## src/hdl/brer_pkg.sv

```systemverilog
// shared types and default sizes for the buffered report event ring
`default_nettype none
package brer_pkg;

	localparam int DEF_MAX_MEMBERS = 32;
	localparam int DEF_RING_SLOTS  = 16;

	// one ring slot record
	typedef struct packed {
		logic [63:0] entry;
		logic [7:0]  seq;
		logic        ovf;
	} slot_rec_t;

endpackage
`default_nettype wire

```

## src/hdl/brer_slot_mem.sv

```systemverilog
// ring slot memory: one write port, one registered read port
`default_nettype none
module brer_slot_mem #(
	parameter int RING_SLOTS = brer_pkg::DEF_RING_SLOTS,
	parameter int HW = $clog2(RING_SLOTS)
) (
	input  wire                     clk,
	input  wire                     we,
	input  wire [HW-1:0]            waddr,
	input  wire brer_pkg::slot_rec_t wdata,
	input  wire [HW-1:0]            raddr,
	output brer_pkg::slot_rec_t     rdata
);

	brer_pkg::slot_rec_t mem_q [RING_SLOTS];

	always_ff @(posedge clk) begin
		if (we) begin
			mem_q[waddr] <= wdata;
		end
		rdata <= mem_q[raddr];
	end

endmodule
`default_nettype wire

```

## src/hdl/buffered_report_event_ring_unit.sv

```systemverilog
// buffered report event ring: top level with control sequencer and reason memory
// usage
//   input channel (in_valid / in_stall) carries one operation per transfer:
//   notify, capture if due, commit, replay from, resume after, rewind, purge,
//   set enable. the output channel (out_valid / out_stall) carries result
//   transfers; a capture that fires gives one result per marked member, in
//   member order, with last set on the final one, every other operation one.
// sequencing
//   one item at a time. rewind, purge, set enable and refused items pass through
//   accept, front slot read and result load; notify and commit first pass an
//   update or check state. replay and resume search the retained slots, with a
//   read and a check state per slot. a capture reads and emits per marked member.
//   the slot memory read is registered, which sets these steps.
// stalls
//   results sit in an output register; the next item is accepted while a
//   result still waits there, and the sequencer holds when it needs to load
//   a new result while out_stall keeps the old one.
// reset
//   arst_n clears all control state at once: ring empty, nothing pending,
//   block disabled, next entry number one. reason entries carry valid bits
//   so no clearing pass is needed; slot contents are only read once written.
// configuration
//   apb registers: 0x0 trigger_enables, 0x4 buffer_time, 0x8 member_count.
`default_nettype none
module buffered_report_event_ring_unit #(
	parameter int MAX_MEMBERS = brer_pkg::DEF_MAX_MEMBERS,
	parameter int RING_SLOTS  = brer_pkg::DEF_RING_SLOTS
) (
	input  wire         clk,
	input  wire         arst_n,
	// apb configuration port
	input  wire         psel,
	input  wire         penable,
	input  wire         pwrite,
	input  wire  [3:0]  paddr,
	input  wire  [31:0] pwdata,
	output logic [31:0] prdata,
	output logic        pready,
	// input channel
	input  wire         in_valid,
	output logic        in_stall,
	input  wire  [2:0]  operation,
	input  wire  [4:0]  member_id,
	input  wire  [1:0]  event_reason,
	input  wire  [63:0] now_ms,
	input  wire  [63:0] entry_key,
	input  wire         enable_value,
	// output channel
	output logic        out_valid,
	input  wire         out_stall,
	output logic [2:0]  status,
	output logic        last,
	output logic [4:0]  included_member,
	output logic [7:0]  member_reasons,
	output logic [63:0] entry_num,
	output logic [7:0]  sequence_res,
	output logic        overflow_flag,
	output logic        front_valid,
	output logic [5:0]  pending_members,
	output logic [31:0] dropped_count,
	output logic        gap_flag,
	output logic [4:0]  retained_count
);

	localparam int MW = (MAX_MEMBERS > 1) ? $clog2(MAX_MEMBERS) : 1;
	localparam int PW = $clog2(MAX_MEMBERS + 1);
	localparam int HW = $clog2(RING_SLOTS);
	localparam int CW = $clog2(RING_SLOTS + 1);

	// operation codes
	localparam logic [2:0] OP_NOTIFY  = 3'd0;
	localparam logic [2:0] OP_CAPTURE = 3'd1;
	localparam logic [2:0] OP_COMMIT  = 3'd2;
	localparam logic [2:0] OP_REPLAY  = 3'd3;
	localparam logic [2:0] OP_RESUME  = 3'd4;
	localparam logic [2:0] OP_REWIND  = 3'd5;
	localparam logic [2:0] OP_PURGE   = 3'd6;
	localparam logic [2:0] OP_SET_EN  = 3'd7;

	// status codes
	localparam logic [2:0] ST_OK        = 3'd0;
	localparam logic [2:0] ST_DISABLED  = 3'd1;
	localparam logic [2:0] ST_NO_TRIG   = 3'd2;
	localparam logic [2:0] ST_RANGE     = 3'd3;
	localparam logic [2:0] ST_NOT_FOUND = 3'd4;
	localparam logic [2:0] ST_NOT_DUE   = 3'd5;

	// register indexes
	localparam logic [1:0] REG_TRIG  = 2'd0;
	localparam logic [1:0] REG_BTIME = 2'd1;
	localparam logic [1:0] REG_COUNT = 2'd2;

	typedef enum logic [3:0] {
		S_IDLE, S_NOTIFY_UPD, S_CAP_RD, S_CAP_EMIT, S_COMMIT_CHK,
		S_SEARCH_RD, S_SEARCH_CHK, S_FRONT_RD, S_FRONT_EMIT
	} state_t;

	// configuration registers
	logic [2:0]  trig_q;
	logic [31:0] btime_q;
	logic [5:0]  count_q;

	// block state
	state_t              state_q;
	logic [MAX_MEMBERS-1:0] rvalid_q;
	logic [MAX_MEMBERS-1:0] scan_q;
	logic                pending_q;
	logic [PW-1:0]       ptot_q;
	logic [63:0]         due_q;
	logic                enabled_q;
	logic [HW-1:0]       head_q;
	logic [CW-1:0]       fill_q;
	logic [CW-1:0]       cursor_q;
	logic [CW-1:0]       srch_q;
	logic [63:0]         next_entry_q;
	logic [7:0]          last_seq_q;
	logic [31:0]         lost_q;
	logic                gap_q;
	logic [2:0]          res_status_q;

	// latched item
	logic [2:0]    op_q;
	logic [MW-1:0] member_q;
	logic [2:0]    bit_q;
	logic [63:0]   now_q;
	logic [63:0]   key_q;

	// captured entry and current scan member
	brer_pkg::slot_rec_t cap_q;
	logic [MW-1:0]       idx_q;

	// reason memory
	logic [2:0]    rsn_mem_q [MAX_MEMBERS];
	logic [2:0]    rsn_rdata;
	logic [MW-1:0] rsn_raddr;
	logic          rsn_we;
	logic [2:0]    rsn_wdata;

	// slot memory port
	logic                slot_we;
	logic [HW-1:0]       slot_waddr;
	brer_pkg::slot_rec_t slot_wdata;
	logic [HW-1:0]       slot_raddr;
	brer_pkg::slot_rec_t slot_rdata;

	function automatic logic [HW-1:0] phys(input logic [HW-1:0] head,
		input logic [CW-1:0] logical);
		logic [CW:0] s;
		s = (CW+1)'(head) + (CW+1)'(logical);
		if (s >= (CW+1)'(RING_SLOTS)) begin
			s = s - (CW+1)'(RING_SLOTS);
		end
		return s[HW-1:0];
	endfunction

	// lowest set bit
	function automatic logic [MW-1:0] first_set(input logic [MAX_MEMBERS-1:0] v);
		logic [MW-1:0] r;
		logic          found;
		r = '0;
		found = 1'b0;
		for (int i = 0; i < MAX_MEMBERS; i++) begin
			if (v[i] && !found) begin
				r = MW'(i);
				found = 1'b1;
			end
		end
		return r;
	endfunction

	// apb
	wire       cfg_wr = psel && penable && pwrite;
	wire [1:0] cfg_idx = paddr[3:2];
	assign pready = 1'b1;

	always_comb begin
		case (cfg_idx)
			REG_TRIG:  prdata = {29'd0, trig_q};
			REG_BTIME: prdata = btime_q;
			REG_COUNT: prdata = {26'd0, count_q};
			default:   prdata = 32'd0;
		endcase
	end

	always_ff @(posedge clk or negedge arst_n) begin
		if (!arst_n) begin
			trig_q  <= 3'd7;
			btime_q <= 32'd0;
			count_q <= 6'd1;
		end else if (cfg_wr) begin
			case (cfg_idx)
				REG_TRIG:  trig_q  <= pwdata[2:0];
				REG_BTIME: btime_q <= pwdata;
				REG_COUNT: count_q <= pwdata[5:0];
				default:   ;
			endcase
		end
	end

	// item decode in idle
	wire        accept   = in_valid && !in_stall;
	wire [2:0]  in_bit   = 3'(3'd4 >> event_reason);
	wire [6:0]  limit    = (7'(count_q) > 7'(MAX_MEMBERS)) ? 7'(MAX_MEMBERS) : 7'(count_q);
	wire        out_free = !out_valid || !out_stall;
	// a result is loaded into the output register this cycle
	wire        res_load = ((state_q == S_CAP_EMIT) || (state_q == S_FRONT_EMIT)) && out_free;
	wire        ring_full = (fill_q == CW'(RING_SLOTS));
	wire        cap_ovf   = ring_full && (cursor_q == '0);
	wire        cap_due   = pending_q && (ptot_q != '0) && (now_ms >= due_q);
	wire [64:0] due_sum   = {1'b0, now_q} + 65'(btime_q);
	wire [2:0]  rsn_old   = rvalid_q[member_q] ? rsn_rdata : 3'd0;
	wire        fv_now    = cursor_q < fill_q;
	wire [MW-1:0] in_member = MW'(7'(member_id));

	assign in_stall = (state_q != S_IDLE);

	// memory port control
	always_comb begin
		// while a capture result waits, keep reading the member being emitted
		if (state_q == S_IDLE) begin
			rsn_raddr = in_member;
		end else if (state_q == S_CAP_EMIT) begin
			rsn_raddr = idx_q;
		end else begin
			rsn_raddr = first_set(scan_q);
		end
		rsn_we     = (state_q == S_NOTIFY_UPD);
		rsn_wdata  = rsn_old | bit_q;
		slot_we    = (state_q == S_IDLE) && accept && (operation == OP_CAPTURE)
		             && enabled_q && cap_due;
		slot_waddr = ring_full ? head_q : phys(head_q, fill_q);
		slot_wdata.entry = next_entry_q;
		slot_wdata.seq   = last_seq_q + 8'd1;
		slot_wdata.ovf   = cap_ovf;
		case (state_q)
			S_SEARCH_RD: slot_raddr = phys(head_q, srch_q);
			default:     slot_raddr = phys(head_q, cursor_q);
		endcase
	end

	always_ff @(posedge clk) begin
		if (rsn_we) begin
			rsn_mem_q[member_q] <= rsn_wdata;
		end
		rsn_rdata <= rsn_mem_q[rsn_raddr];
	end

	brer_slot_mem #(
		.RING_SLOTS(RING_SLOTS),
		.HW(HW)
	) u_slot_mem (
		.clk  (clk),
		.we   (slot_we),
		.waddr(slot_waddr),
		.wdata(slot_wdata),
		.raddr(slot_raddr),
		.rdata(slot_rdata)
	);

	// sequencer, state and result register
	always_ff @(posedge clk or negedge arst_n) begin
		if (!arst_n) begin
			state_q         <= S_IDLE;
			rvalid_q        <= '0;
			scan_q          <= '0;
			pending_q       <= 1'b0;
			ptot_q          <= '0;
			due_q           <= 64'd0;
			enabled_q       <= 1'b0;
			head_q          <= '0;
			fill_q          <= '0;
			cursor_q        <= '0;
			srch_q          <= '0;
			next_entry_q    <= 64'd1;
			last_seq_q      <= 8'd0;
			lost_q          <= 32'd0;
			gap_q           <= 1'b0;
			res_status_q    <= ST_OK;
			op_q            <= OP_NOTIFY;
			member_q        <= '0;
			bit_q           <= 3'd0;
			now_q           <= 64'd0;
			key_q           <= 64'd0;
			cap_q           <= '0;
			idx_q           <= '0;
			out_valid       <= 1'b0;
			status          <= ST_OK;
			last            <= 1'b0;
			included_member <= 5'd0;
			member_reasons  <= 8'd0;
			entry_num       <= 64'd0;
			sequence_res    <= 8'd0;
			overflow_flag   <= 1'b0;
			front_valid     <= 1'b0;
			pending_members <= 6'd0;
			dropped_count   <= 32'd0;
			gap_flag        <= 1'b0;
			retained_count  <= 5'd0;
		end else begin
			if (res_load) begin
				out_valid <= 1'b1;
			end else if (out_valid && !out_stall) begin
				out_valid <= 1'b0;
			end
			case (state_q)
				S_IDLE: begin
					if (accept) begin
						op_q     <= operation;
						member_q <= in_member;
						bit_q    <= in_bit;
						now_q    <= now_ms;
						key_q    <= entry_key;
						srch_q   <= '0;
						state_q  <= S_FRONT_RD;
						case (operation)
							OP_NOTIFY: begin
								if (!enabled_q) begin
									res_status_q <= ST_DISABLED;
								end else if (event_reason == 2'd3 || (trig_q & in_bit) == 3'd0) begin
									res_status_q <= ST_NO_TRIG;
								end else if (7'(member_id) >= limit) begin
									res_status_q <= ST_RANGE;
								end else begin
									res_status_q <= ST_OK;
									state_q      <= S_NOTIFY_UPD;
								end
							end
							OP_CAPTURE: begin
								if (!enabled_q) begin
									res_status_q <= ST_DISABLED;
								end else if (!cap_due) begin
									res_status_q <= ST_NOT_DUE;
								end else begin
									// append the entry, then walk the snapshot of marked members
									cap_q <= slot_wdata;
									if (ring_full) begin
										if (cursor_q == '0) begin
											if (lost_q != 32'hFFFF_FFFF) begin
												lost_q <= lost_q + 32'd1;
											end
											gap_q <= 1'b1;
										end else begin
											cursor_q <= cursor_q - CW'(1);
										end
										head_q <= (head_q == HW'(RING_SLOTS - 1)) ? '0 : head_q + HW'(1);
									end else begin
										fill_q <= fill_q + CW'(1);
									end
									last_seq_q   <= slot_wdata.seq;
									next_entry_q <= (next_entry_q == 64'hFFFF_FFFF_FFFF_FFFF) ?
									                64'd1 : next_entry_q + 64'd1;
									scan_q    <= rvalid_q;
									rvalid_q  <= '0;
									pending_q <= 1'b0;
									ptot_q    <= '0;
									due_q     <= 64'd0;
									state_q   <= S_CAP_RD;
								end
							end
							OP_COMMIT: begin
								if (!fv_now) begin
									res_status_q <= ST_NOT_FOUND;
								end else begin
									state_q <= S_COMMIT_CHK;
								end
							end
							OP_REPLAY, OP_RESUME: begin
								if (fill_q == '0) begin
									res_status_q <= ST_NOT_FOUND;
								end else begin
									state_q <= S_SEARCH_RD;
								end
							end
							OP_REWIND: begin
								res_status_q <= ST_OK;
								cursor_q     <= '0;
							end
							OP_PURGE: begin
								res_status_q <= ST_OK;
								head_q       <= '0;
								fill_q       <= '0;
								cursor_q     <= '0;
								gap_q        <= 1'b0;
							end
							default: begin
								res_status_q <= ST_OK;
								if (enabled_q != enable_value) begin
									enabled_q <= enable_value;
									rvalid_q  <= '0;
									pending_q <= 1'b0;
									ptot_q    <= '0;
									due_q     <= 64'd0;
								end
							end
						endcase
					end
				end
				S_NOTIFY_UPD: begin
					// read-modify-write of the member's reason bits
					if (!pending_q) begin
						pending_q <= 1'b1;
						due_q     <= due_sum[64] ? 64'hFFFF_FFFF_FFFF_FFFF : due_sum[63:0];
					end
					if (rsn_old == 3'd0) begin
						ptot_q <= ptot_q + PW'(1);
					end
					rvalid_q[member_q] <= 1'b1;
					state_q <= S_FRONT_RD;
				end
				S_CAP_RD: begin
					idx_q <= first_set(scan_q);
					scan_q[first_set(scan_q)] <= 1'b0;
					state_q <= S_CAP_EMIT;
				end
				S_CAP_EMIT: begin
					if (out_free) begin
						status          <= ST_OK;
						last            <= (scan_q == '0);
						included_member <= 5'(idx_q);
						member_reasons  <= {rsn_rdata, 5'd0};
						entry_num       <= cap_q.entry;
						sequence_res    <= cap_q.seq;
						overflow_flag   <= cap_q.ovf;
						front_valid     <= fv_now;
						pending_members <= 6'(ptot_q);
						dropped_count   <= lost_q;
						gap_flag        <= gap_q;
						retained_count  <= 5'(fill_q);
						state_q         <= (scan_q == '0) ? S_IDLE : S_CAP_RD;
					end
				end
				S_COMMIT_CHK: begin
					if (slot_rdata.entry == key_q) begin
						cursor_q     <= cursor_q + CW'(1);
						res_status_q <= ST_OK;
					end else begin
						res_status_q <= ST_NOT_FOUND;
					end
					state_q <= S_FRONT_RD;
				end
				S_SEARCH_RD: begin
					state_q <= S_SEARCH_CHK;
				end
				S_SEARCH_CHK: begin
					// oldest retained match wins
					if (slot_rdata.entry == key_q) begin
						cursor_q     <= (op_q == OP_REPLAY) ? srch_q : srch_q + CW'(1);
						res_status_q <= ST_OK;
						state_q      <= S_FRONT_RD;
					end else if (srch_q + CW'(1) == fill_q) begin
						res_status_q <= ST_NOT_FOUND;
						state_q      <= S_FRONT_RD;
					end else begin
						srch_q  <= srch_q + CW'(1);
						state_q <= S_SEARCH_RD;
					end
				end
				S_FRONT_RD: begin
					state_q <= S_FRONT_EMIT;
				end
				S_FRONT_EMIT: begin
					if (out_free) begin
						status          <= res_status_q;
						last            <= 1'b1;
						included_member <= 5'd0;
						member_reasons  <= 8'd0;
						entry_num       <= fv_now ? slot_rdata.entry : 64'd0;
						sequence_res    <= fv_now ? slot_rdata.seq : 8'd0;
						overflow_flag   <= fv_now ? slot_rdata.ovf : 1'b0;
						front_valid     <= fv_now;
						pending_members <= 6'(ptot_q);
						dropped_count   <= lost_q;
						gap_flag        <= gap_q;
						retained_count  <= 5'(fill_q);
						state_q         <= S_IDLE;
					end
				end
				default: state_q <= S_IDLE;
			endcase
		end
	end

`ifndef ASSERT_OFF
	// ring never holds more than its slots
	a_fill_bound: assert property (@(posedge clk) disable iff (!arst_n)
		fill_q <= CW'(RING_SLOTS))
		else $error("ring fill above slot count");

	// delivery cursor stays within the retained entries
	a_cursor_bound: assert property (@(posedge clk) disable iff (!arst_n)
		cursor_q <= fill_q)
		else $error("delivery cursor past fill");

	// pending member count tracks the marked reason entries
	a_pending_count: assert property (@(posedge clk) disable iff (!arst_n)
		32'(ptot_q) == 32'($countones(rvalid_q)))
		else $error("pending count mismatch");

	// only capture results are followed by more results
	a_not_last_ok: assert property (@(posedge clk) disable iff (!arst_n)
		(out_valid && !last) |-> (status == ST_OK && state_q != S_IDLE))
		else $error("non-final result outside a capture");
`endif

endmodule
`default_nettype wire

```

## config.mk

```make
export PLATFORM = sky130hd
export DESIGN_NAME = buffered_report_event_ring_unit
export DESIGN_NICKNAME = d
export VERILOG_FILES = /design/src/hdl/brer_pkg.sv /design/src/hdl/brer_slot_mem.sv /design/src/hdl/buffered_report_event_ring_unit.sv
export SDC_FILE = /design/constraint.sdc
export NUM_CORES = 2
export LEC_CHECK = 0
export ABC_AREA = 1
export BUFFER_PORTS_ARGS = -buffer_cell sky130_fd_sc_hd__clkbuf_2
export CAP_MARGIN = 20
export CORE_MARGIN = 5
export CORE_UTILIZATION = 54
export CTS_CLUSTER_DIAMETER = 60
export DETAILED_ROUTE_END_ITERATION = 8
export PLACE_DENSITY_LB_ADDON = 0.05
export REMOVE_ABC_BUFFERS = 1
export SLEW_MARGIN = 20
export SYNTH_ARGS = -nofsm -noshare
export SYNTH_HDL_FRONTEND = slang
export SYNTH_SLANG_ARGS = --single-unit
```

## constraint.sdc

```tcl
create_clock -name clk -period 5.9 [get_ports clk]
set_input_delay 1.18 -clock clk [delete_from_list [all_inputs] [get_ports clk]]
set_output_delay 1.18 -clock clk [all_outputs]
set_load 0.005 [all_outputs]
```

* After elaboration in Yosys (flattened, before gate mapping)
Memory sizes are Yosys's and may differ from the RTL's. A register that Yosys moved wholly into a read port is not among the register bits.
Cells that the tools add are included.
** Cells by class
- Add/subtract/negate cells :: 16
- Multipliers :: 0
- Divide/modulo/power cells :: 0
- $lt $le $gt $ge :: 11
- Eq/ne operators :: 53
- Shifts and indexed selects :: 1
- Muxes and demuxes :: 352
- Bitwise operators :: 6
- Reductions and logical operators :: 187
** Operators with widths (count)
- 2-to-1 mux 64 bit :: 10
- 2-to-1 mux 5 bit :: 79
- one-hot mux 64 bit (2 select lines) :: 3
- 2-to-1 mux 32 bit :: 8
- one-hot mux 32 bit (2 select lines) :: 3
- 2-to-1 mux 1 bit :: 178
- one-hot mux 32 bit (3 select lines) :: 1
- logical AND 1 bit :: 76
- adder 64 x 32 -> 65 bit :: 1
- zero test 1 bit :: 65
- adder 64 x 1 -> 64 bit, second input constant :: 1
- == test 64 bit :: 1
- == test 64 bit, second input constant :: 1
- >= comparator 64 bit :: 1
- 2-to-1 mux 3 bit :: 16
- 2-to-1 mux 4 bit :: 12
- 2-to-1 mux 8 bit :: 5
- one-hot mux 5 bit (2 select lines) :: 4
- 2-to-1 mux 6 bit :: 6
- adder 32 x 1 -> 32 bit, second input constant :: 1
- bitwise AND 32 bit :: 1
- zero test 32 bit :: 1
- inequality test 32 bit, second input constant :: 1
- NOT 32 bit :: 1
- other kinds (68) :: 150
** Word-level totals
- Register bits after elaboration :: 653
- Bits in latches :: 0
- Bits in writable memories :: 1264
- Bits in read-only memories :: 0
- Input port bits :: 182
- Logic and storage cells :: 668
- Memories :: 2
** Memory list
- u_slot_mem.mem_q :: depth 16, bits a word 73, read ports 1, clocked after Yosys merged registers in 1, write ports 1, line brer_slot_mem.sv:15 : brer_pkg::slot_rec_t mem_q [RING_SLOTS];
- rsn_mem_q :: depth 32, bits a word 3, read ports 1, clocked after Yosys merged registers in 1, write ports 1, line buffered_report_event_ring_unit.sv:133 : logic [2:0] rsn_mem_q [MAX_MEMBERS];

* Logic depth before layout (Yosys ltp)
- Word-level depth :: 158
- Mapped depth :: 24

* Cells and area by module
A second synthesis with hierarchy kept.
** Unflattened totals
- Cells, all modules :: 9967
- Area, all modules :: 92223.4 um^2
** Modules (own cells, without submodules)
- brer_slot_mem :: times used 1, cells each 4798, area an instance 51595.7 um^2
- buffered_report_event_ring_unit :: times used 1, cells each 5169, area an instance 40627.7 um^2

* Worst setup path after synthesis
No wires, ideal clock.
- Kind :: input to register
- Start :: input port now_ms[63]
- End :: memory u_slot_mem.mem_q[0][0] (netlist bit) (enable)
- Library setup time :: 0.505 ns
- Arrival :: 6.278 ns
- Data required time :: 5.395 ns
- Path slack :: -0.883 ns
- Stages on the path :: 13
- Path buffers :: 0
- Cell sequence :: ha_1 -> nand4_1 -> nor3_1 -> nor4b_2 -> and3_1 -> nand4_1 -> nand3_1 -> nand2_1 -> nor2_1 -> nand3_1 -> nor2_1 -> nand3_1 -> nor2_1
** On the way
- Cells in the longest elaborated chain, start to end :: 5
** RTL lines
- from (decl) :: line buffered_report_event_ring_unit.sv:45 : input wire [63:0] now_ms,
- >= comparator 64 bit :: line buffered_report_event_ring_unit.sv:209 : wire cap_due = pending_q && (ptot_q != '0) && (now_ms >= due_q);
- logical AND 1 bit :: line buffered_report_event_ring_unit.sv:209
- logical AND 1 bit :: line buffered_report_event_ring_unit.sv:230 : && enabled_q && cap_due;
- 2-to-1 mux 1 bit :: line brer_slot_mem.sv:18 : if (we) begin
- 2-to-1 mux 1 bit (implied by the code) :: line brer_slot_mem.sv:19 : mem_q[waddr] <= wdata;
- to (decl) :: line brer_slot_mem.sv:15
No other way between the ends.

* Worst setup path in the final report
- Start :: input port now_ms[63]
- End :: memory u_slot_mem.mem_q[5][69] (netlist bit) (enable)
The elaborated chain is that of the path after synthesis.

==> metrics.csv <==
stage,metric,value,unit
global_route,groute.usage.overall,0.2920,
global_route,grt_util_met2,0.4776,
clock_network,cts_resized,0,
detailed_routing,finalWirelength,251.4,mm
detailed_routing,route.detailed.wl_per_inst,23.16,um
timing,finClkSkew,31.62,ps
final_layout,design.final.nets,8810,
clock_network,cts.htree.levels,4,
global_route,antenna_found_initial,12,
synth,synth_most_common_cell,nand2_1,
timing,grt_setup_unrepaired,false,
clock_network,cts-root-buf,clkbuf_16,
power,peakVddDrop,0.6963,mV
final_layout,area.sequential,0.05570,mm^2
synth,post_synth_inst_count,8215,
clock_network,clk-insertion-delay-late,820,ps
setup_path,data_required_time_of_the_worst_path,6380,ps
die,die-height,412.5,um
die,num_io_pins,352,
detailed_routing,drc_errors_left,0,
detailed_routing,via_count,62618,
global_route,grt_use_met3,0.03946,
global_route,number_of_global_route_vias_before_repair,60363,
clock_network,cts_made_buffers,210,
final_layout,multi_input_comb_area,0.02714,mm^2
synth,synth-xor-area-share,0.01883,
setup_path,timing.critical_path.slowest_stage_cell,nor4b_2,
setup_path,critPathTopFamily,simple AND/OR/NAND/NOR gates,
global_route,top_usage_layer,met2,
timing,min_period,4863,ps
clock_network,post-cts-setup-buffers,0,
synth,yosys_register_bits,1988,
synth,synth_compound_gate_area_share,0.1162,
timing,hold_ws,422.9,ps
synth,synth_top_family_by_area,simple AND/OR/NAND/NOR gates,
timing,final_critical_path_setup_slack,1037,ps
synth,ys_async_sr_fraction,0.3260,
synth,ys_seq_area_frac,0.6368,
final_layout,layout.core_utilization,0.6174,
final_layout,layout-area-overhead-vs-synth,13.48,%
timing,worst-slew-pin-transition,1147,ps
synth,synth_area,0.08746,mm^2
synth,adder_cell_share_of_the_synthesized_area,0.01828,
detailed_routing,detailed_router_s_first_iteration_violation_count,6200,
synth,synth-edff-count,1264,
final_layout,instances_no_fill,10858,
setup_path,setup.worst_path.start_class,primary input,
setup_path,critPathLaunch,now_ms[63],
timing,max_slew_violation_count,0,
hold_path,min-delay-path-class,in -> async,
setup_path,timing.critical_path.slowest_cell_delay,560,ps
timing,max_clock_freq,205.6,MHz
clock_network,post_cts_hold_buffer_count,0,
power,leakagePower,39.45,nW
global_route,grt_max_degree,174,
final_layout,fill_cells,13366,
timing,finalHoldViolCount,0,
setup_path,arrival,5350,ps
synth,synth_area_leaders,"edfxtp_1, dfrtp_1, nand2_1",
die,floorplan.initialDensity,0.5441,
setup_path,crit_path_class,in -> reg,
synth,syn-mean-instance-area,10.65,um^2
setup_path,reg2reg_from,due_q[61],
clock_network,clockBufferDepth,3,
die,core,0.1608,mm^2
setup_path,crit_top_cell,nand3_1,
timing,finalSetupTns,0,ps
die,die_x,412.5,um
outcome,status,"complete, no violations",
detailed_routing,vias_per_cell,5.767,
global_route,grt_overflow,0,
synth,synthSimpleGateAreaFrac,0.1205,
synth,synth.top_cells.by_count,"nand2_1, edfxtp_1, o21ai_0",
die,row_count,147,
global_route,grt_first_pass_wirelength,376.3,mm
setup_path,worst-path-max-fanout,32,
detailed_routing,drtPass1Iterations,5,
clock_network,clkTransAtPathRegs,60,ps
global_route,globalRouteMet1Util,0.4066,
final_layout,fraction_of_layout_instances_using_a_drive_strength_above_1,0.1017,
synth,synthesis_warning_total,0,
placed_design,dp.final_hpwl,157.9,mm
clock_network,cts_tree,built,
placed_design,place_ws,225.1,ps
flow_run,number_of_violations_of_the_max_capacitance_limit,0,
synth,synth.distinct_cells,68,
placed_design,place.port_buffers,343,
power,power_density,540.3,mW/mm^2
die,design.die.area,0.1701,mm^2
timing,timing.slew.headroom,0.2334,
clock_network,clock_sinks,1988,
synth,yosys.area.top_type,edfxtp_1,
detailed_routing,antenna_left,0,
placed_design,gpl.final_weighted_congestion,0.9466,
timing,finalSetupViolations,0,
setup_path,setup.worst_path.end_class,flop,
synth,yosys.area.top_type_share,0.4340,
placed_design,placedCellCount,10450,
setup_path,critical_path.cell_chain,"clkbuf_2, ha_1, nand4_1, nor3_1, nor4b_2, and3_1, nand4_1, nand3_1, nand2_1, nor2_1, nand3_1, nor2_2, nand3_1, nor2_4, buf_12",
timing,share_of_the_clock_period_used_by_the_worst_path,0.8243,
synth,synth.mux.area_fraction,0.03355,
setup_path,number_of_buffer_and_inverter_instances_along_the_worst_setup_path,2,
synth,dominantRegCellSynth,edfxtp_1,
-- flip-flops by register name, indices dropped and copies added (netlist names), 6 cells and up --
register and cells:
u_slot_mem.mem_q 1168, rsn_mem_q 96, cap_q 73, u_slot_mem.rdata 73
due_q 64, entry_num 64, key_q 64, next_entry_q 64
now_q 64, btime_q 32, dropped_count 32, lost_q 32
rvalid_q 32, scan_q 32, sequence_res 8, count_q 6
pending_members 6, ptot_q 6
-- placed cells by master, fill, tap and decap left out, drive strengths merged, types with 18 or more instances in the layout --
cell	instances
nand4	109
nand2	1494
a21oi	494
xor2	171
o22ai	40
nor3	103
o221ai	21
o21ai	978
o211ai	163
dfxtp	76
dfrtp	643
nand3	314
mux2i	292
inv	875
clkbuf	631
nor4	51
a31oi	84
clkinv	77
ha	123
nor2	389
buf	137
edfxtp	1264
nand3b	18
-- metrics by stage --
stage          power, W  area (um^2)
2_1_floorplan   0.02874        85840
3_3_place_gp    0.04019        92220
3_5_place_dp    0.04046        92220
4_1_cts         0.05382        99220
5_1_grt         0.05705        99250
6_report        0.05363        99250
-- worst register-to-register path: cells and delay by family (launching register included) --
kind / cells / cell delay [ps]
adder cells (fa/ha/maj): 1 / 290
buffers and inverters: 2 / 370
flip-flops: 1 / 350
AND/OR/NAND/NOR: 12 / 3370
-- logic make-up after synthesis --
| kind of cell | count (synthesis) |
|---|---|
| xor+xnor | 188 |
| flops | 1988 |
| compound gates | 1853 |
| fa+ha+maj | 126 |
| other cells | 2 |
| buf+inv | 1272 |
| simple gates | 2493 |
| mux | 293 |
-- where the power goes --
| group | switching [W] | internal (W) | leakage, nW |
|---|---|---|---|
| registers | 0.00148 | 0.0166 | 18.5 |
| logic | 0.0151 | 0.00719 | 17.5 |
| clock network | 0.00553 | 0.00775 | 3.44 |
| total | 0.0221 | 0.0316 | 39.4 |
-- per-layer routing --
| layer | vias to the layer above | share of wire | wire [um] |
|---|---|---|---|
| met5 | - | 0 | 0 |
| met4 | 0 | 0.036 | 8983 |
| met3 | 404 | 0.065 | 16400 |
| met2 | 2236 | 0.47 | 118300 |
| met1 | 30861 | 0.43 | 107800 |
| li1 | 29117 | - | - |
-- worst paths after layout --
kind	endpoint	slack [ps]	depth (start not counted)
min in group clk	dropped_count[6]	470	2
worst max-delay path	u_slot_mem.mem_q[5][69]	1040	15
max in group asynchronous	key_q[54]	4240	2
worst min register to register	dropped_count[6]	470	2
worst max register to register	u_slot_mem.mem_q[5][69]	1120	15
worst min-delay path	rvalid_q[10]	420	1
-- cell type report --
cell class	count	area share
Sequential cell	1988	0.5612
Timing Repair Buffer	479	0.03437
Tap cell	2160	0.02723
Clock buffer	289	0.05938
Inverter	864	0.03294
Multi-Input combinational cell	4959	0.2735
Clock inverter	111	0.01118
Antenna cell	8	0.0002017
No activity file was read; power rests on OpenSTA's default activity.
